--- config.mk ---
export PLATFORM = sky130hd
export DESIGN_NAME = button_pad_link_controller
export DESIGN_NICKNAME = d
export VERILOG_FILES = /design/src/hw/rtl/bplc_pkg.sv /design/src/hw/rtl/button_pad_link_controller.sv /design/src/hw/rtl/bplc_job_queue.sv /design/src/hw/rtl/bplc_front.sv /design/src/hw/rtl/bplc_back.sv
export SDC_FILE = /design/constraint.sdc
export NUM_CORES = 1
export LEC_CHECK = 0
export ABC_AREA = 1
export BUFFER_PORTS_ARGS = -buffer_cell sky130_fd_sc_hd__buf_2
export CAP_MARGIN = 20
export CORE_MARGIN = 5
export CORE_UTILIZATION = 40
export DETAILED_ROUTE_END_ITERATION = 8
export SLEW_MARGIN = 40
export SYNTH_ARGS = -nofsm -noshare
export SYNTH_HDL_FRONTEND = slang
export SYNTH_SLANG_ARGS = --single-unit
--- constraint.sdc ---
create_clock -name clk -period 6 [get_ports clk]
set_input_delay 0 -clock clk [delete_from_list [all_inputs] [get_ports clk]]
set_output_delay 0 -clock clk [all_outputs]
set_load 0.02 [all_outputs]
--- src/hw/rtl/bplc_pkg.sv ---
`timescale 1ns / 1ps
`default_nettype none

package bplc_pkg;

    // Request codes
    localparam logic [1:0] REQ_RX   = 2'd0;
    localparam logic [1:0] REQ_INIT = 2'd1;
    localparam logic [1:0] REQ_LED  = 2'd2;

    // Response codes carried in the first byte of a frame
    localparam logic [7:0] RSP_ACK    = 8'h40;
    localparam logic [7:0] RSP_BUTTON = 8'h41;
    localparam logic [7:0] RSP_POLL   = 8'h44;
    localparam logic [7:0] RSP_RESET  = 8'h46;
    localparam logic [7:0] RSP_ERROR  = 8'h77;

    // Command bytes
    localparam logic [7:0] CMD_INIT_0  = 8'hC3;
    localparam logic [7:0] CMD_INIT_1  = 8'hC8;
    localparam logic [7:0] CMD_INIT_2  = 8'hC2;
    localparam logic [7:0] CMD_SET_LED = 8'hC6;
    localparam logic [7:0] CMD_LED_ALL = 8'h0F;

    // Decimal point segment
    localparam logic [7:0] SEG_DP = 8'h10;

    // Pending-ack counts after a command goes out from an idle count
    localparam logic [2:0] ACKS_AFTER_INIT = 3'd4;
    localparam logic [2:0] ACKS_AFTER_LED  = 3'd1;

    // Byte positions inside a command burst
    localparam int         IDX_W           = 4;
    localparam logic [3:0] INIT_PREFIX_LEN = 4'd3;
    localparam logic [3:0] LED_HEAD_LEN    = 4'd2;
    localparam logic [3:0] LED_LAST_IDX    = 4'd5;

    // Job queue between front and back
    localparam int QUEUE_DEPTH = 2;
    localparam int QPTR_W      = (QUEUE_DEPTH > 1) ? $clog2(QUEUE_DEPTH) : 1;
    localparam int QCNT_W      = $clog2(QUEUE_DEPTH + 1);

    typedef enum logic [1:0] {
        JOB_NONE = 2'd0,
        JOB_LED  = 2'd1,
        JOB_INIT = 2'd2
    } job_kind_t;

    typedef struct packed {
        logic [1:0]  req_type;
        logic [7:0]  rx_byte;
        logic [15:0] digits_hex;
        logic [3:0]  digit_enable;
        logic [3:0]  decimal_points;
    } req_word_t;

    typedef struct packed {
        logic [7:0] tx_byte;
        logic       tx_valid;
        logic       last;
        logic       status;
        logic [7:0] buttons;
    } rsp_word_t;

    typedef struct packed {
        job_kind_t       kind;
        logic            status;
        logic [7:0]      buttons;
        logic [3:0][7:0] seg;
    } job_t;

    // Map one hex digit to its segment pattern
    function automatic logic [7:0] seg_of_hex(input logic [3:0] d);
        logic [7:0] s;
        unique case (d)
            4'h0: s = 8'he7;
            4'h1: s = 8'h06;
            4'h2: s = 8'hcb;
            4'h3: s = 8'h8f;
            4'h4: s = 8'h2e;
            4'h5: s = 8'had;
            4'h6: s = 8'hed;
            4'h7: s = 8'h86;
            4'h8: s = 8'hef;
            4'h9: s = 8'hae;
            4'ha: s = 8'hee;
            4'hb: s = 8'h6d;
            4'hc: s = 8'he1;
            4'hd: s = 8'h4f;
            4'he: s = 8'he9;
            default: s = 8'he8;
        endcase
        return s;
    endfunction

endpackage

`default_nettype wire

--- src/hw/rtl/button_pad_link_controller.sv ---
// Host side of the button-and-LED pad link. Each request word (a received
// link byte, an init request or a set-LED request) gives one to nine
// response words, one per cycle: a word with no byte to send, a six-byte
// set-LED burst, or the nine-byte init burst. Requests are accepted every
// cycle as long as the two-entry job queue between the request decoder and
// the byte sequencer has room, so the sustained rate is set by the
// sequencer's one byte per cycle. The response word sits in an output
// register; while it waits the sequencer holds, and the decoder keeps
// taking requests until the job queue fills.
`timescale 1ns / 1ps
`default_nettype none

module button_pad_link_controller (
    input  wire logic                clk,
    input  wire logic                rst_n,
    input  wire logic                req_valid,
    output logic                     req_ready,
    input  wire bplc_pkg::req_word_t req,
    output logic                     rsp_valid,
    input  wire logic                rsp_ready,
    output bplc_pkg::rsp_word_t      rsp
);

    logic           push;
    logic           queue_full;
    logic           pop;
    logic           head_valid;
    bplc_pkg::job_t push_job;
    bplc_pkg::job_t head_job;

    bplc_front u_front (
        .clk        (clk),
        .rst_n      (rst_n),
        .req_valid  (req_valid),
        .req_ready  (req_ready),
        .req        (req),
        .queue_full (queue_full),
        .push       (push),
        .push_job   (push_job)
    );

    bplc_job_queue u_queue (
        .clk        (clk),
        .rst_n      (rst_n),
        .push       (push),
        .push_job   (push_job),
        .full       (queue_full),
        .pop        (pop),
        .head_valid (head_valid),
        .head_job   (head_job)
    );

    bplc_back u_back (
        .clk        (clk),
        .rst_n      (rst_n),
        .head_valid (head_valid),
        .head_job   (head_job),
        .pop        (pop),
        .rsp_valid  (rsp_valid),
        .rsp_ready  (rsp_ready),
        .rsp        (rsp)
    );

endmodule

`default_nettype wire

--- src/hw/rtl/bplc_job_queue.sv ---
`timescale 1ns / 1ps
`default_nettype none

module bplc_job_queue (
    input  wire logic           clk,
    input  wire logic           rst_n,
    input  wire logic           push,
    input  wire bplc_pkg::job_t push_job,
    output logic                full,
    input  wire logic           pop,
    output logic                head_valid,
    output bplc_pkg::job_t      head_job
);

    bplc_pkg::job_t                     entry_reg [bplc_pkg::QUEUE_DEPTH];
    logic [bplc_pkg::QPTR_W-1:0]        wr_ptr_reg, wr_ptr_next;
    logic [bplc_pkg::QPTR_W-1:0]        rd_ptr_reg, rd_ptr_next;
    logic [bplc_pkg::QCNT_W-1:0]        count_reg, count_next;

    localparam logic [bplc_pkg::QPTR_W-1:0] PTR_LAST =
        bplc_pkg::QPTR_W'(bplc_pkg::QUEUE_DEPTH - 1);
    localparam logic [bplc_pkg::QCNT_W-1:0] CNT_FULL =
        bplc_pkg::QCNT_W'(bplc_pkg::QUEUE_DEPTH);

    assign full       = (count_reg == CNT_FULL);
    assign head_valid = (count_reg != '0);
    assign head_job   = entry_reg[rd_ptr_reg];

    // Advance pointers and occupancy
    always_comb
    begin
        wr_ptr_next = wr_ptr_reg;
        rd_ptr_next = rd_ptr_reg;
        count_next  = count_reg;
        if (push)
        begin
            wr_ptr_next = (wr_ptr_reg == PTR_LAST) ? '0 : wr_ptr_reg + 1'b1;
        end
        if (pop)
        begin
            rd_ptr_next = (rd_ptr_reg == PTR_LAST) ? '0 : rd_ptr_reg + 1'b1;
        end
        if (push && !pop)
        begin
            count_next = count_reg + 1'b1;
        end
        else if (pop && !push)
        begin
            count_next = count_reg - 1'b1;
        end
    end

    always_ff @(posedge clk or negedge rst_n)
    begin
        if (!rst_n)
        begin
            wr_ptr_reg <= '0;
            rd_ptr_reg <= '0;
            count_reg  <= '0;
        end
        else
        begin
            wr_ptr_reg <= wr_ptr_next;
            rd_ptr_reg <= rd_ptr_next;
            count_reg  <= count_next;
        end
    end

    // Store the pushed job
    always_ff @(posedge clk)
    begin
        if (push)
        begin
            entry_reg[wr_ptr_reg] <= push_job;
        end
    end

endmodule

`default_nettype wire

--- src/hw/rtl/bplc_front.sv ---
`timescale 1ns / 1ps
`default_nettype none

module bplc_front (
    input  wire logic                clk,
    input  wire logic                rst_n,
    input  wire logic                req_valid,
    output logic                     req_ready,
    input  wire bplc_pkg::req_word_t req,
    input  wire logic                queue_full,
    output logic                     push,
    output bplc_pkg::job_t           push_job
);

    logic [7:0]      win0_reg, win0_next;
    logic [7:0]      win1_reg, win1_next;
    logic [1:0]      fill_reg, fill_next;
    logic [2:0]      acks_reg, acks_next;
    logic            waiting_reg, waiting_next;
    logic [3:0][7:0] seg_reg, seg_next;
    logic [7:0]      buttons_reg, buttons_next;

    bplc_pkg::job_kind_t kind;
    logic                status;
    logic                frame;
    logic                do_ack;
    logic [2:0]          acks_dec;
    logic [7:0]          btn_decoded;
    logic [3:0][7:0]     seg_req;

    assign req_ready = !queue_full;
    assign push      = req_valid && req_ready;

    // Decode button bits from the two data bytes of a frame
    always_comb
    begin
        btn_decoded[3:0] = ~win1_reg[3:0];
        btn_decoded[4]   = ~req.rx_byte[0];
        btn_decoded[5]   = ~req.rx_byte[2];
        btn_decoded[6]   = ~req.rx_byte[1];
        btn_decoded[7]   = ~req.rx_byte[3];
    end

    // Build the segment image of a set-LED request
    always_comb
    begin
        logic [7:0] s;
        for (int k = 0; k < 4; k++)
        begin
            s = bplc_pkg::seg_of_hex(req.digits_hex[4*k +: 4]);
            if (!req.digit_enable[k])
            begin
                s = '0;
            end
            if (req.decimal_points[k])
            begin
                s = s | bplc_pkg::SEG_DP;
            end
            seg_req[k] = s;
        end
    end

    assign frame    = (fill_reg == 2'd2) && !win0_reg[7] && win1_reg[7] && req.rx_byte[7];
    assign acks_dec = (acks_reg != '0) ? acks_reg - 3'd1 : '0;

    // Classify the word and work out the next state
    always_comb
    begin
        win0_next    = win0_reg;
        win1_next    = win1_reg;
        fill_next    = fill_reg;
        acks_next    = acks_reg;
        waiting_next = waiting_reg;
        seg_next     = seg_reg;
        buttons_next = buttons_reg;
        kind         = bplc_pkg::JOB_NONE;
        status       = 1'b0;
        do_ack       = 1'b0;

        unique case (req.req_type)
            bplc_pkg::REQ_RX:
            begin
                if (fill_reg == 2'd0)
                begin
                    win0_next = req.rx_byte;
                    fill_next = 2'd1;
                end
                else if (fill_reg == 2'd1)
                begin
                    win1_next = req.rx_byte;
                    fill_next = 2'd2;
                end
                else if (frame)
                begin
                    fill_next = 2'd0;
                    unique case (win0_reg) inside
                        bplc_pkg::RSP_POLL:
                        begin
                            buttons_next = btn_decoded;
                            do_ack       = 1'b1;
                        end
                        bplc_pkg::RSP_BUTTON:
                        begin
                            buttons_next = btn_decoded;
                        end
                        bplc_pkg::RSP_RESET:
                        begin
                            acks_next    = bplc_pkg::ACKS_AFTER_INIT;
                            waiting_next = 1'b0;
                            kind         = bplc_pkg::JOB_INIT;
                        end
                        bplc_pkg::RSP_ACK, bplc_pkg::RSP_ERROR:
                        begin
                            do_ack = 1'b1;
                        end
                        default:
                        begin
                        end
                    endcase
                end
                else
                begin
                    // Drop the oldest byte of a misaligned window
                    win0_next = win1_reg;
                    win1_next = req.rx_byte;
                    fill_next = 2'd2;
                end
            end
            bplc_pkg::REQ_INIT:
            begin
                if (acks_reg != '0)
                begin
                    status = 1'b1;
                end
                else
                begin
                    acks_next    = bplc_pkg::ACKS_AFTER_INIT;
                    waiting_next = 1'b0;
                    kind         = bplc_pkg::JOB_INIT;
                end
            end
            bplc_pkg::REQ_LED:
            begin
                seg_next = seg_req;
                if (acks_reg == '0)
                begin
                    acks_next    = bplc_pkg::ACKS_AFTER_LED;
                    waiting_next = 1'b0;
                    kind         = bplc_pkg::JOB_LED;
                end
                else
                begin
                    waiting_next = 1'b1;
                end
            end
            default:
            begin
            end
        endcase

        // Count down an ack and release a deferred set-LED
        if (do_ack)
        begin
            acks_next = acks_dec;
            if (acks_dec == '0 && waiting_reg)
            begin
                acks_next    = bplc_pkg::ACKS_AFTER_LED;
                waiting_next = 1'b0;
                kind         = bplc_pkg::JOB_LED;
            end
        end
    end

    // Hand the job to the back part
    always_comb
    begin
        push_job.kind    = kind;
        push_job.status  = status;
        push_job.buttons = buttons_next;
        push_job.seg     = seg_next;
    end

    always_ff @(posedge clk or negedge rst_n)
    begin
        if (!rst_n)
        begin
            win0_reg    <= '0;
            win1_reg    <= '0;
            fill_reg    <= '0;
            acks_reg    <= '0;
            waiting_reg <= 1'b0;
            seg_reg     <= '0;
            buttons_reg <= '0;
        end
        else if (push)
        begin
            win0_reg    <= win0_next;
            win1_reg    <= win1_next;
            fill_reg    <= fill_next;
            acks_reg    <= acks_next;
            waiting_reg <= waiting_next;
            seg_reg     <= seg_next;
            buttons_reg <= buttons_next;
        end
    end

endmodule

`default_nettype wire

--- src/hw/rtl/bplc_back.sv ---
`timescale 1ns / 1ps
`default_nettype none

module bplc_back (
    input  wire logic           clk,
    input  wire logic           rst_n,
    input  wire logic           head_valid,
    input  wire bplc_pkg::job_t head_job,
    output logic                pop,
    output logic                rsp_valid,
    input  wire logic           rsp_ready,
    output bplc_pkg::rsp_word_t rsp
);

    logic [bplc_pkg::IDX_W-1:0] idx_reg, idx_next;
    logic                       valid_reg, valid_next;
    bplc_pkg::rsp_word_t        out_reg;
    bplc_pkg::rsp_word_t        word;
    logic [bplc_pkg::IDX_W-1:0] led_idx;
    logic [bplc_pkg::IDX_W-1:0] seg_pos;
    logic                       load;

    assign rsp_valid = valid_reg;
    assign rsp       = out_reg;
    assign load      = head_valid && (!valid_reg || rsp_ready);
    assign pop       = load && word.last;

    // Pick the byte of the burst at the current position
    always_comb
    begin
        led_idx      = (head_job.kind == bplc_pkg::JOB_INIT)
                     ? idx_reg - bplc_pkg::INIT_PREFIX_LEN : idx_reg;
        seg_pos      = led_idx - bplc_pkg::LED_HEAD_LEN;
        word.status  = head_job.status;
        word.buttons = head_job.buttons;
        word.tx_byte = '0;
        word.tx_valid = 1'b0;
        word.last    = 1'b1;

        unique case (head_job.kind)
            bplc_pkg::JOB_LED, bplc_pkg::JOB_INIT:
            begin
                word.tx_valid = 1'b1;
                word.last     = (led_idx == bplc_pkg::LED_LAST_IDX);
                if (head_job.kind == bplc_pkg::JOB_INIT && idx_reg == 4'd0)
                begin
                    word.tx_byte = bplc_pkg::CMD_INIT_0;
                end
                else if (head_job.kind == bplc_pkg::JOB_INIT && idx_reg == 4'd1)
                begin
                    word.tx_byte = bplc_pkg::CMD_INIT_1;
                end
                else if (head_job.kind == bplc_pkg::JOB_INIT && idx_reg == 4'd2)
                begin
                    word.tx_byte = bplc_pkg::CMD_INIT_2;
                end
                else if (led_idx == 4'd0)
                begin
                    word.tx_byte = bplc_pkg::CMD_SET_LED;
                end
                else if (led_idx == 4'd1)
                begin
                    word.tx_byte = bplc_pkg::CMD_LED_ALL;
                end
                else
                begin
                    word.tx_byte = head_job.seg[seg_pos[1:0]];
                end
            end
            default:
            begin
            end
        endcase
    end

    // Advance through the burst and hold the output word
    always_comb
    begin
        idx_next   = idx_reg;
        valid_next = valid_reg;
        if (load)
        begin
            valid_next = 1'b1;
            idx_next   = word.last ? '0 : idx_reg + 1'b1;
        end
        else if (rsp_ready)
        begin
            valid_next = 1'b0;
        end
    end

    always_ff @(posedge clk or negedge rst_n)
    begin
        if (!rst_n)
        begin
            idx_reg   <= '0;
            valid_reg <= 1'b0;
        end
        else
        begin
            idx_reg   <= idx_next;
            valid_reg <= valid_next;
        end
    end

    always_ff @(posedge clk)
    begin
        if (load)
        begin
            out_reg <= word;
        end
    end

endmodule

`default_nettype wire

== Word level (Yosys, flattened, before mapping) ==
Memory sizes are Yosys's and may differ from the RTL's.
Index checks and enable logic that the tools add are counted.

* Muxes and demuxes: 75
* Bitwise logic cells: 7
* Equality and inequality tests: 25
* Magnitude comparators: 1
* Reductions and logical operators: 39
* Add/subtract/negate cells: 8

{| class="wikitable"
|+ Operator list
! cell !! number
|-
| 2-to-1 mux 8 bit || 20
|-
| == test 8 x 7 -> 1 bit, second input constant || 5
|-
| 2-to-1 mux 32 bit || 1
|-
| 2-to-1 mux 3 bit || 9
|-
| 2-to-1 mux 2 bit || 13
|-
| 2-to-1 mux 1 bit || 22
|-
| 2-to-1 mux 5 bit || 4
|-
| binary-select mux 8 bit (select 2 bit) || 1
|-
| logical AND 1 bit || 12
|-
| != test 3 x 1 -> 1 bit, second input constant || 3
|-
| != test 3 x 2 -> 1 bit, second input constant || 3
|-
| case mux 3 bit (3 select lines) || 1
|-
| == test 2 bit, second input constant || 4
|-
| == test 4 x 1 -> 1 bit, second input constant || 2
|-
| zero test 4 bit || 2
|-
| 2-to-1 mux 4 bit || 2
|-
| AND reduction 4 bit || 2
|-
| AND reduction 8 bit || 1
|-
| == test 2 x 1 -> 1 bit, second input constant || 3
|-
| zero test 3 bit || 2
|-
| NOT 1 bit || 6
|-
| case mux 2 bit (3 select lines) || 1
|-
| nonzero test 2 bit || 3
|-
| OR reduction 2 bit || 3
|-
| 23 further kinds || 30
|}

* Memory bits (writable): 86
* Logic and storage cells: 183
* Bits of input ports: 38
* Register bits: 90
* Memory bits (read-only): 448
* Memories: 5

{| class="wikitable"
|+ Memories
! memory !! depth !! bits a word !! rd ports !! clocked after memory_dff !! write ports !! RTL line !! source
|-
| (no name shown) || 16 || 7 || 1 || 0 || 0 || bplc_pkg.sv:75 || <nowiki>unique case (d)</nowiki>
|-
| (no name shown) || 16 || 7 || 1 || 0 || 0 || bplc_pkg.sv:75 ||
|-
| (no name shown) || 16 || 7 || 1 || 0 || 0 || bplc_pkg.sv:75 ||
|-
| (no name shown) || 16 || 7 || 1 || 0 || 0 || bplc_pkg.sv:75 ||
|-
| u_queue.entry_reg || 2 || 43 || 1 || 0 || 1 || bplc_job_queue.sv:15 || <nowiki>bplc_pkg::job_t entry_reg [bplc_pkg::QUEUE_DEPTH];</nowiki>
|}

== Longest topological paths before layout ==
Gate-level depths: netlist of the first run.
An unclocked memory read counts as a cell.

* Depth after elaboration: 11
* Depth in mapped cells: 19
* Depth with buffers taken out: 15

== Modules after synthesis ==
From an unflattened synthesis of the first run, not the netlist that was laid out.

* Cell total of the unflattened synthesis: 934
* Area total of the unflattened synthesis: 9247.6 um^2

{| class="wikitable"
|+ By module, submodules not included
! module !! times used !! area an instance (um^2) !! cells each
|-
| bplc_front || 1 || 4219.0 || 603
|-
| bplc_job_queue || 1 || 3510.9 || 159
|-
| bplc_back || 1 || 1517.7 || 172
|}

== Least setup slack after synthesis of the first run ==
OpenSTA, ideal clock, no wires.

* Path kind: reg2reg
* From: reg u_queue.count_reg[0] in the netlist's numbering
* To: mem u_queue.entry_reg[0][0] in the netlist's numbering, enable pin
* Path slack: 2.631 ns
* Library setup time: 0.444 ns
* Path buffers: 2
* Period minus slack after synthesis: 3.369 ns
* Required time: 5.556 ns
* Arrival time: 2.925 ns
* Cell stages (with the launch flop): 7
* Path through: dfrtp_1 > inv_1 > nand2_1 > nand2_1 > buf_2 > buf_1 > nor2_1

* Cells in the longest elaborated chain, start to end: 5

{| class="wikitable"
|+ RTL lines
! element !! RTL line !! source
|-
| from (decl) || bplc_job_queue.sv:18 || <nowiki>logic [bplc_pkg::QCNT_W-1:0] count_reg, count_next;</nowiki>
|-
| from (signal assigned) || bplc_job_queue.sv:65 || <nowiki>count_reg <= count_next;</nowiki>
|-
| == test 2 bit || bplc_job_queue.sv:25 || <nowiki>assign full = (count_reg == CNT_FULL);</nowiki>
|-
| zero test 1 bit || bplc_front.sv:31 || <nowiki>assign req_ready = !queue_full;</nowiki>
|-
| named net req_ready || button_pad_link_controller.sv:17 || <nowiki>output logic req_ready,</nowiki>
|-
| logical AND 1 bit || bplc_front.sv:32 || <nowiki>assign push = req_valid && req_ready;</nowiki>
|-
| 2-to-1 mux 1 bit || bplc_job_queue.sv:72 || <nowiki>if (push)</nowiki>
|-
| 2-to-1 mux 1 bit (not written as such) || bplc_job_queue.sv:74 || <nowiki>entry_reg[wr_ptr_reg] <= push_job;</nowiki>
|-
| to (decl) || bplc_job_queue.sv:15 ||
|}

The timed path passes the listed nets, and every way through them passes these cells.

==> impl_metrics.env, run 1 <==
export IMPL_outcome="complete, no violations"
export IMPL_drive_above_1_share_pct=12.2
export IMPL_fin_util_pct=46.2
export IMPL_ir_drop_uv=228
export IMPL_regToRegSetupSlack_ns=3.03
export IMPL_detail_route_first_pass_iterations=6
export IMPL_vias=6338
export IMPL_largest_reg_flops=86
export IMPL_ant_nets=0
export IMPL_finalCritPeriodShare_pct=49.5
export IMPL_r2r_cells=14
export IMPL_wire_per_inst_um=13.6
export IMPL_synth_fp_nets=1020
export IMPL_clk_latency_ns=0.42
export IMPL_fp_dieW_um=158
export IMPL_gp_congestion=0.862
export IMPL_grtUsageTotal_pct=15.1
export IMPL_num_rows=54
export IMPL_fill_cells=2079
export IMPL_nets=1088
export IMPL_area_growth_pct=14.8
export IMPL_drv_slew=0
export IMPL_remaining_drc_errors=0
export IMPL_antenna_found_initial=0
export IMPL_clk_pin_slew_ns=0.07
export IMPL_seq_area_frac_synth_pct=56.6
export IMPL_synth_seq_cells=176
export IMPL_whs_path_depth=5
export IMPL_globalRouteOverflowTotal=0
export IMPL_port_buffers=58
export IMPL_cts_made_buffers=17
export IMPL_multi_input_area_um2=3260
export IMPL_finalSetupViolCount=0
export IMPL_ios=59
export IMPL_rr_endpoint="u_queue.count_reg[1]"
export IMPL_cts_hold_buf=15
export IMPL_fp_dieH_um=158
export IMPL_min_to="u_front.waiting_reg"
export IMPL_p_per_area_nw_per_um2=486
export IMPL_min_path_type="input port to register"
export IMPL_p_leak_uw=0.00440
export IMPL_fin_skew_ns=0.00989
export IMPL_postCtsSetupBuffers=0
export IMPL_n_antenna_cell=0
export IMPL_h_tree_depth=4
export IMPL_synth_area_per_cell_um2=9.15
export IMPL_synth_area_um2=8710
export IMPL_hold_viol=0
export IMPL_cp_start_kind="register"
export IMPL_worstSetupEndpointType="register"
export IMPL_seqCellArea_um2=4930
export IMPL_drt_initial_drc_count=447
export IMPL_setup_tns_ns=0
export IMPL_cts_tree="yes"
export IMPL_path_cells="buf_4, mux2i_1, ha_1, inv_2, nand2_1, nand2_4, nor2_8, nand3_2, o21ai_4, nand2_2, ha_1, a21oi_1, o21ai_0, xor2_1"
export IMPL_slew_limit_headroom_pct=50.2
export IMPL_clock_path_buffers=2
export IMPL_min_from="req[32]"
export IMPL_grt_pass1_vias=6032
export IMPL_clock_fmax_mhz=337
export IMPL_grt_max_degree=72
export IMPL_p_total_uw=4850
export IMPL_tightestPinTransition_ns=0.745
export IMPL_grt_pass1_wl_um=30000
export IMPL_slowest_stage="buf_4"
export IMPL_crit_required_ns=6.30
export IMPL_cts_resized=0
export IMPL_die_area_um2=24800
export IMPL_start_util_pct=40.3
export IMPL_dp_hpwl_um=12400
export IMPL_critPathKind="register to register"
export IMPL_path_max_fanout=43
export IMPL_period_minus_slack_ns=2.97
export IMPL_ys_warn_count=0
export IMPL_coreArea_um2=21600
export IMPL_crit_top_cell="ha_1"
export IMPL_crit_arrival_ns=3.27
export IMPL_synthCells=952
export IMPL_ys_types=43
export IMPL_cpPeakStageDelay_ns=0.40
export IMPL_vias_per_cell=4.83
export IMPL_drv_cap=0
export IMPL_detail_route_wirelength_um=17800
export IMPL_r2r_start="u_queue.rd_ptr_reg"
export IMPL_ctsRootBufferMaster="clkbuf_16"
export IMPL_cts_num_sinks=176
export IMPL_rsz0062_at_grt="no"
[routing by layer]
| layer | global-route usage, % | share of wire (%) | vias to the layer above |
|---|---|---|---|
| met3 | 2.47 | 3.1 | 17 |
| met4 | 4.51 | 1.3 | 0 |
| met1 | 23.0 | 52 | 2921 |
| met2 | 22.3 | 44 | 99 |
| li1 | - | - | 3301 |
| met5 | 0 | 0 | - |
[placed cells by master (no fill, tap or decap), drive strengths merged, types with 11 or more instances in the layout]
cell / n
edfxtp: 105
a21oi: 36
inv: 101
dlygate4sd3: 15
nor3: 11
clkbuf: 17
nand2: 283
buf: 65
dfrtp: 71
nor2: 79
nand3: 44
o21ai: 116
ha: 30
[final cells by class]
type                            instances  share of cell area [%]
Timing Repair Buffer                   80                    5.00
Multi-Input combinational cell        646                    32.6
Tap cell                              280                    3.51
Clock buffer                           17                    4.26
Inverter                               99                    3.72
Sequential cell                       176                    49.3
Clock inverter                         15                    1.59
[where the power goes]
part           internal (µW)  switching, µW  total (µW)
registers               1850            156        2000
logic                    535           1230        1770
clock network            616            466        1080
total                   3000           1860        4850
[worst max-delay path by stage]
stage	from	end	slack, ns	cells after the start
2_1_floorplan	u_queue.count_reg[0]	u_queue.entry_reg[0][0]	2.63	6
3_3_place_gp	u_queue.rd_ptr_reg	u_queue.count_reg[1]	3.08	14
3_5_place_dp	u_queue.rd_ptr_reg	u_queue.count_reg[1]	2.99	14
4_1_cts	u_queue.rd_ptr_reg	u_queue.count_reg[1]	2.98	14
5_1_grt	u_queue.rd_ptr_reg	u_queue.count_reg[1]	2.74	14
6_report	u_queue.rd_ptr_reg	u_queue.count_reg[1]	3.03	14
[critical path: cells and delay by family (launching register included)]
family                     cells  cell delay, ns
adders and majority gates      2            0.62
AOI/OAI and AO/OA              3            0.41
xor gates and xnor gates       1            0.15
muxes                          1            0.26
DFF                            1            0.32
buffers and inverters          2            0.51
and+or+nand+nor                5            0.57
[through the flow]
stage | instances | instance area [µm²] | hold WS [ns] | worst slack [ns]
2_1_floorplan | 952 | 8710 | -0.296 | 2.63
3_3_place_gp | 1266 | 9250 | 0.195 | 3.08
3_5_place_dp | 1266 | 9260 | 0.0787 | 2.99
4_1_cts | 1313 | 9990 | 0.0257 | 2.98
5_1_grt | 1313 | 9990 | 0.0653 | 2.74
6_report | 1313 | 9990 | 0.0342 | 3.03
[synthesized netlist by cell type]
master,instances,share of area (%)
nand4_1,8,0.57
o21bai_1,2,0.17
nor3_1,9,0.52
nor2_2,1,0.072
mux2i_1,1,0.11
o31ai_1,1,0.086
nand2_2,5,0.36
edfxtp_1,105,36
o311ai_0,1,0.10
dfrtp_1,71,20
nor2_1,71,3.1
buf_1,3,0.13
nor2_8,1,0.23
o22ai_1,8,0.57
a21oi_1,35,2.0
and2_1,1,0.072
ha_1,30,4.3
a31oi_1,6,0.43
nor2_4,6,0.78
nand3b_1,1,0.086
buf_2,10,0.57
o21ai_1,9,0.52
inv_1,94,4.1
or2_2,2,0.14
clkinv_1,1,0.043
a32o_1,2,0.23
buf_4,4,0.34
nand3_1,42,2.4
nand2_4,2,0.26
nor3_2,1,0.11
nor3_4,1,0.19
buf_6,3,0.39
o21ai_0,106,6.1
nand2_1,276,12
o21ai_4,1,0.19
clkbuf_1,11,0.47
xnor2_1,1,0.10
inv_2,4,0.17
o211ai_1,8,0.69
a21oi_2,1,0.10
a32oi_1,2,0.20
xor2_1,3,0.30
nand3_2,2,0.23
[cell families after synthesis]
| family | share of synthesized area [%] |
|---|---|
| AO/OA/AOI/OAI | 11.4 |
| XOR/XNOR | 0.402 |
| adder cells (fa/ha/maj) | 4.31 |
| buffers and inverters | 6.18 |
| flip-flops | 56.6 |
| multiplexers | 0.115 |
| AND/OR/NAND/NOR | 21.0 |
(Power assumes the default switching activity.)
==> run 2: changes to the inputs <==
ABC_AREA = 0   (was 1)
clock period = 2.85 ns   (was 6 ns; I/O delays follow)
==> run 2 against run 1 <==
Compared with the run above: global-route usage about the same; critical path depth decreased by 6; non-clock buffer count increased by 15; clock-buffer cell count unchanged; largest cell class unchanged; highest routed layer unchanged.
==> impl_metrics.env, run 2 <==
export IMPL_outcome="complete, no violations"
export IMPL_hold_viol=0
export IMPL_ys_types=59
export IMPL_globalRouteOverflowTotal=0
export IMPL_fp_dieH_um=157
export IMPL_ys_async_sr_fraction_pct=40.3
export IMPL_clk_latency_ns=0.42
export IMPL_ant_nets=0
export IMPL_final_common_cell="nand2_1"
export IMPL_vias_per_cell=5.27
export IMPL_ios=59
export IMPL_synth_fp_nets=779
export IMPL_largest_reg_flops=86
export IMPL_p_per_area_nw_per_um2=1020
export IMPL_cpPeakStageDelay_ns=0.51
export IMPL_mostFrequentLayoutCells="nand2_1, edfxtp_1, dfrtp_1"
export IMPL_h_tree_depth=4
export IMPL_p_clk_share_pct=23.2
export IMPL_path_max_fanout=10
export IMPL_synth_xor_area_share_pct=1.00
export IMPL_ys_top_cells_by_count="nand2_1, edfxtp_1, dfrtp_1"
export IMPL_detail_route_first_pass_iterations=5
export IMPL_cts_num_sinks=176
export IMPL_synthCells=711
export IMPL_antenna_found_initial=0
export IMPL_r2r_cells=8
export IMPL_ctsRootBufferMaster="clkbuf_16"
export IMPL_synthSimpleGateAreaFrac_pct=11.6
export IMPL_port_buffers=58
export IMPL_start_util_pct=40.8
export IMPL_finalCritPeriodShare_pct=90.3
export IMPL_crit_cells=8
export IMPL_rsz0062_at_grt="no"
export IMPL_clock_fmax_mhz=388
export IMPL_slowest_stage="mux4_2"
export IMPL_clock_path_buffers=2
export IMPL_cpLargestDelayFamily="multiplexers"
export IMPL_synth_seq_cells=176
export IMPL_drv_slew=0
export IMPL_synth_top_family_by_area="multiplexers"
export IMPL_fin_skew_ns=0.00650
export IMPL_wire_per_inst_um=16.7
export IMPL_path_buf_inv=1
export IMPL_grt_pass1_vias=5466
export IMPL_synth_top_cell_area_share_pct=36.6
export IMPL_nets=857
export IMPL_dpl_cell_area_um2=9290
export IMPL_vias=5681
export IMPL_period_minus_slack_ns=2.57
export IMPL_tightestPinTransition_ns=0.749
export IMPL_coreArea_um2=21100
export IMPL_slew_limit_headroom_pct=49.4
export IMPL_cts_tree="yes"
export IMPL_remaining_drc_errors=0
export IMPL_dp_hpwl_um=13200
export IMPL_cts_made_buffers=17
export IMPL_num_rows=53
export IMPL_synth_fa_ha_area_share_pct=4.36
export IMPL_drv_cap=0
export IMPL_path_cells="mux2_2, ha_2, mux2i_4, buf_4, mux4_2, mux2i_1, and3_1, a211oi_1"
export IMPL_critPathKind="register to register"
export IMPL_synth_area_per_cell_um2=12.1
export IMPL_grtUsageTotal_pct=15.2
export IMPL_grt_max_degree=44
export IMPL_setup_tns_ns=0
export IMPL_synth_edf_count=105
export IMPL_synthMuxAreaShare_pct=12.5
export IMPL_detail_route_wirelength_um=18000
export IMPL_p_sw_uw=3410
export IMPL_n_antenna_cell=0
export IMPL_finalInstanceArea_um2=10100
export IMPL_cp_start_kind="register"
export IMPL_area_growth_pct=16.7
export IMPL_crit_required_ns=3.02
export IMPL_finalSetupViolCount=0
export IMPL_synth_area_um2=8610
export IMPL_worstSetupEndpointType="register"
export IMPL_cts_resized=0
export IMPL_min_path_type="input port to register"
export IMPL_synth_ff_type="edfxtp_1"
export IMPL_whs_path_depth=5
export IMPL_pwr_share_comb_pct=34.5
export IMPL_seq_area_frac_synth_pct=57.3
export IMPL_die_area_um2=24600
export IMPL_pwr_share_seq_pct=42.3
export IMPL_fp_dieW_um=157
export IMPL_sw_frac_of_total_pct=33.4
export IMPL_crit_arrival_ns=2.75
export IMPL_p_leak_uw=0.00404
export IMPL_clk_pin_slew_ns=0.07
export IMPL_drive_above_1_share_pct=22.6
export IMPL_synth_most_common_cell="nand2_1"
export IMPL_ys_warn_count=0
export IMPL_synth_compound_area_share_pct=10.2
export IMPL_synthTopCellsByArea="edfxtp_1, dfrtp_1, mux2_2"
export IMPL_drt_initial_drc_count=445
export IMPL_ir_drop_uv=471
export IMPL_post_synth_top_area_cell="edfxtp_1"
export IMPL_gp_congestion=0.848
export IMPL_intPower_uw=6800
export IMPL_grt_pass1_wl_um=29300
## run 2: worst min-delay path, delay by kind of cell
family,cells,cell delay (ns)
compound gates,2,0.19
simple gates,2,0.12
buf+inv,1,0.13
## run 2: kinds of logic after synthesis
group / Yosys count
and+or+nand+nor: 214
DFF: 176
AOI/OAI and AO/OA: 133
muxes: 81
buffers and inverters: 68
adders and majority gates: 30
xor gates and xnor gates: 9
## run 2: through the flow
stage	std cells	hold WS, ns	utilization [%]	setup slack, ns	total power, µW
after detailed placement	1030	0.0795	44.0	0.238	7890
after CTS	1077	0.0251	47.6	0.242	10300
after floorplan	711	-0.296	-	0.0274	6880
after global routing	1077	0.0588	47.7	0.121	10800
after global placement	1030	0.0619	44.0	0.316	7770
final	1077	0.0446	47.7	0.276	10200
## run 2: path summary, 6_finish.rpt
| path | from | to | slack (ns) |
|---|---|---|---|
| min in group asynchronous | rst_n | u_front.seg_reg[31] | 0.14 |
| hold / removal | req[5] | u_front.seg_reg[14] | 0.04 |
| setup reg to reg | u_queue.rd_ptr_reg | u_back.rsp[14] | 0.28 |
| hold reg to reg | u_front.seg_reg[8] | u_front.seg_reg[8] | 0.48 |
| setup / recovery | u_queue.rd_ptr_reg | u_back.rsp[14] | 0.28 |
| max in group asynchronous | rst_n | u_front.buttons_reg[6] | 1.91 |
## run 2: timing repair
item | CTS | global route
setup endpoints to repair | 0 | 0
buffers inserted | 0 | 0
hold endpoints to repair | 69 | 0
hold buffers | 15 | 0
## run 2: power by group through the flow
| stage | clock network [µW] | logic (µW) | registers, µW |
|---|---|---|---|
| 6_report | 2370 | 3520 | 4310 |
| 5_1_grt | 2540 | 3890 | 4420 |
| 4_1_cts | 2420 | 3560 | 4320 |
| 3_5_place_dp | 0 | 3530 | 4360 |
| 3_3_place_gp | 0 | 3440 | 4330 |
| 2_1_floorplan | 0 | 2500 | 4380 |
## run 2: layout make-up
cell class	instances	area (µm²)
Timing Repair Buffer	95	606
Clock inverter	15	183
Multi-Input combinational cell	467	3440
Inverter	32	120
Fill cell	1869	11000
Tap cell	275	344
Clock buffer	17	425
Sequential cell	176	4930
## run 2: metal layers
metal | GRT usage (%) | wire length (µm)
met1 | 22.2 | 8710
met2 | 22.9 | 8280
met3 | 2.96 | 704
met4 | 4.71 | 284
met5 | 0 | 0
==> run 3: changes to the inputs <==
ABC_AREA = 1   (was 0)
CTS_BUF_LIST = sky130_fd_sc_hd__clkbuf_2   (was not set)
==> run 3 against run 2 <==
Compared with the run above: setup slack got worse by 0.018 ns; clock-buffer cell count unchanged; power decreased by 5.6%; fmax fell by 0.71%; routed wire length rose by 4.1%; combinational power grew 13%; final area rose by 2.4%; highest routed layer unchanged.
==> impl_metrics.env, run 3 (synthesis gave the netlist of run 1 again) <==
export IMPL_detail_route_first_pass_iterations=5
export IMPL_num_rows=54
export IMPL_outcome="complete, no violations"
export IMPL_largest_reg_flops=86
export IMPL_clk_pin_slew_ns=0.25
export IMPL_ant_nets=0
export IMPL_start_util_pct=40.3
export IMPL_final_common_cell="nand2_1"
export IMPL_h_tree_depth=4
export IMPL_regToRegSetupSlack_ns=0.26
export IMPL_mostFrequentLayoutCells="nand2_1, o21ai_0, edfxtp_1"
export IMPL_area_growth_pct=18.2
export IMPL_finalInstanceArea_um2=10300
export IMPL_fp_dieH_um=158
export IMPL_whs_ns=0.120
export IMPL_cts_made_buffers=17
export IMPL_vias_per_cell=4.87
export IMPL_fp_dieW_um=158
export IMPL_rsz0062_at_grt="no"
export IMPL_hold_viol=0
export IMPL_period_minus_slack_ns=2.59
export IMPL_postCtsSetupBuffers=0
export IMPL_grt_pass1_wl_um=31400
export IMPL_worstSetupEndpointType="register"
export IMPL_p_total_uw=9640
export IMPL_vias=6661
export IMPL_die_area_um2=24800
export IMPL_nets=1142
export IMPL_fill_cells=2044
export IMPL_setup_ws_ns=0.257
export IMPL_grt_pass1_vias=6380
export IMPL_setup_tns_ns=0
export IMPL_finalSetupViolCount=0
export IMPL_p_leak_uw=0.00453
export IMPL_antenna_found_initial=1
export IMPL_r2r_cells=10
export IMPL_grt_max_degree=72
export IMPL_startpoint="u_queue.count_reg[0]"
export IMPL_cts_tree="yes"
export IMPL_dpl_cell_area_um2=9320
export IMPL_ctsRootBufferMaster="clkbuf_2"
export IMPL_endpoint="u_front.win1_reg[7]"
export IMPL_ir_drop_uv=362
export IMPL_clock_fmax_mhz=386
export IMPL_crit_arrival_ns=3.30
export IMPL_globalRouteOverflowTotal=0
export IMPL_dp_hpwl_um=12600
export IMPL_port_buffers=58
export IMPL_finalCritPeriodShare_pct=91.0
export IMPL_drive_above_1_share_pct=12.2
export IMPL_clock_path_buffers=2
export IMPL_tightestPinTransition_ns=0.556
export IMPL_clk_latency_ns=0.76
export IMPL_remaining_drc_errors=0
export IMPL_place_worst_setup_slack_ns=0.341
export IMPL_gp_congestion=0.875
export IMPL_crit_required_ns=3.56
export IMPL_drv_cap=0
export IMPL_drv_slew=0
export IMPL_path_max_fanout=16
export IMPL_rr_endpoint="u_front.win1_reg[7]"
export IMPL_slew_limit_headroom_pct=62.6
export IMPL_drt_initial_drc_count=373
export IMPL_ios=59
export IMPL_fin_skew_ns=0.0305
export IMPL_r2r_start="u_queue.count_reg[0]"
export IMPL_coreArea_um2=21600
export IMPL_critPathKind="register to register"
export IMPL_cts_num_sinks=176
export IMPL_wire_per_inst_um=13.7
export IMPL_p_per_area_nw_per_um2=936
export IMPL_grtUsageTotal_pct=15.8
export IMPL_detail_route_wirelength_um=18700
export IMPL_min_path_type="input port to register"
export IMPL_cp_start_kind="register"
-- run 3: cell types whose count changed in the layout (fill, tap and decap cells not counted), moves of 14 or more --
| cell | delta |
|---|---|
| mux4_2 | -16 |
| nor2_1 | +53 |
| inv_1 | +62 |
| mux2i_1 | -23 |
| buf_4 | -14 |
| dlygate4sd3_1 | +50 |
| mux2_2 | -40 |
| nand3_1 | +25 |
| a21oi_1 | +18 |
| nand2_1 | +159 |
| clkbuf_2 | +17 |
| clkbuf_16 | -17 |
| nand2b_1 | -14 |
| o21ai_0 | +65 |
-- run 3: worst min path at each step --
stage,from,endpoint,slack [ns],cells after the start
CTS,req[27],u_front.win0_reg[3],0.0005,4
detailed placement,rst_n,u_front.seg_reg[12],0.08,1
global placement,rsp_ready,u_back.rsp_valid,0.19,2
floorplan,rst_n,u_back.idx_reg[0],-0.30,0
global route,req[27],u_front.win0_reg[3],0.03,4
finish,req[27],u_front.win0_reg[3],0.12,4
-- run 3: power by group --
part           switching [µW]  total [µW]  internal, µW
sequential                332        4200          3860
combinational            2670        3970          1300
clock                     890        1470           583
-- run 3: area by class of cell --
type	count	area (µm²)	share of cell area (%)
clock inverter	15	209	2.03
inverter	99	374	3.63
sequential	176	4930	47.9
antenna	1	2.50	0.0243
tap	280	350	3.40
multi-input combinational	646	3270	31.8
timing repair buffer	134	1070	10.4
clock buffer	17	85.1	0.826
-- run 3: what timing repair did --
action,in CTS,in global routing
endpoints found under the setup margin,0,1
hold buffers,66,0
endpoints found under the hold margin,263,0
resized for setup,0,2
-- run 3: layer usage --
| metal | share of wire, % | vias up | track usage, % |
|---|---|---|---|
| met4 | 1.2 | 0 | 4.79 |
| li1 | - | 3413 | - |
| met2 | 45 | 139 | 24.5 |
| met3 | 4.0 | 17 | 3.38 |
| met5 | 0 | - | 0 |
| met1 | 50 | 3092 | 22.5 |
-- run 3: per-stage QoR --
step	utilization, %	instances
after floorplan	-	952
after global placement	43.1	1269
after detailed placement	43.1	1269
after CTS	47.6	1367
after global routing	47.6	1368
final	47.6	1368
-- run 3: critical path: stages (launching register included) --
cell and delay (ns):
dfrtp_1 0.41, inv_1 0.08, nand2_1 0.09, nand2_1 0.19
inv_4 0.25, nand2_2 0.15, nor2_4 0.15, nand2_1 0.06
dlygate4sd3_1 0.55, o21ai_0 0.07, dlygate4sd3_1 0.56
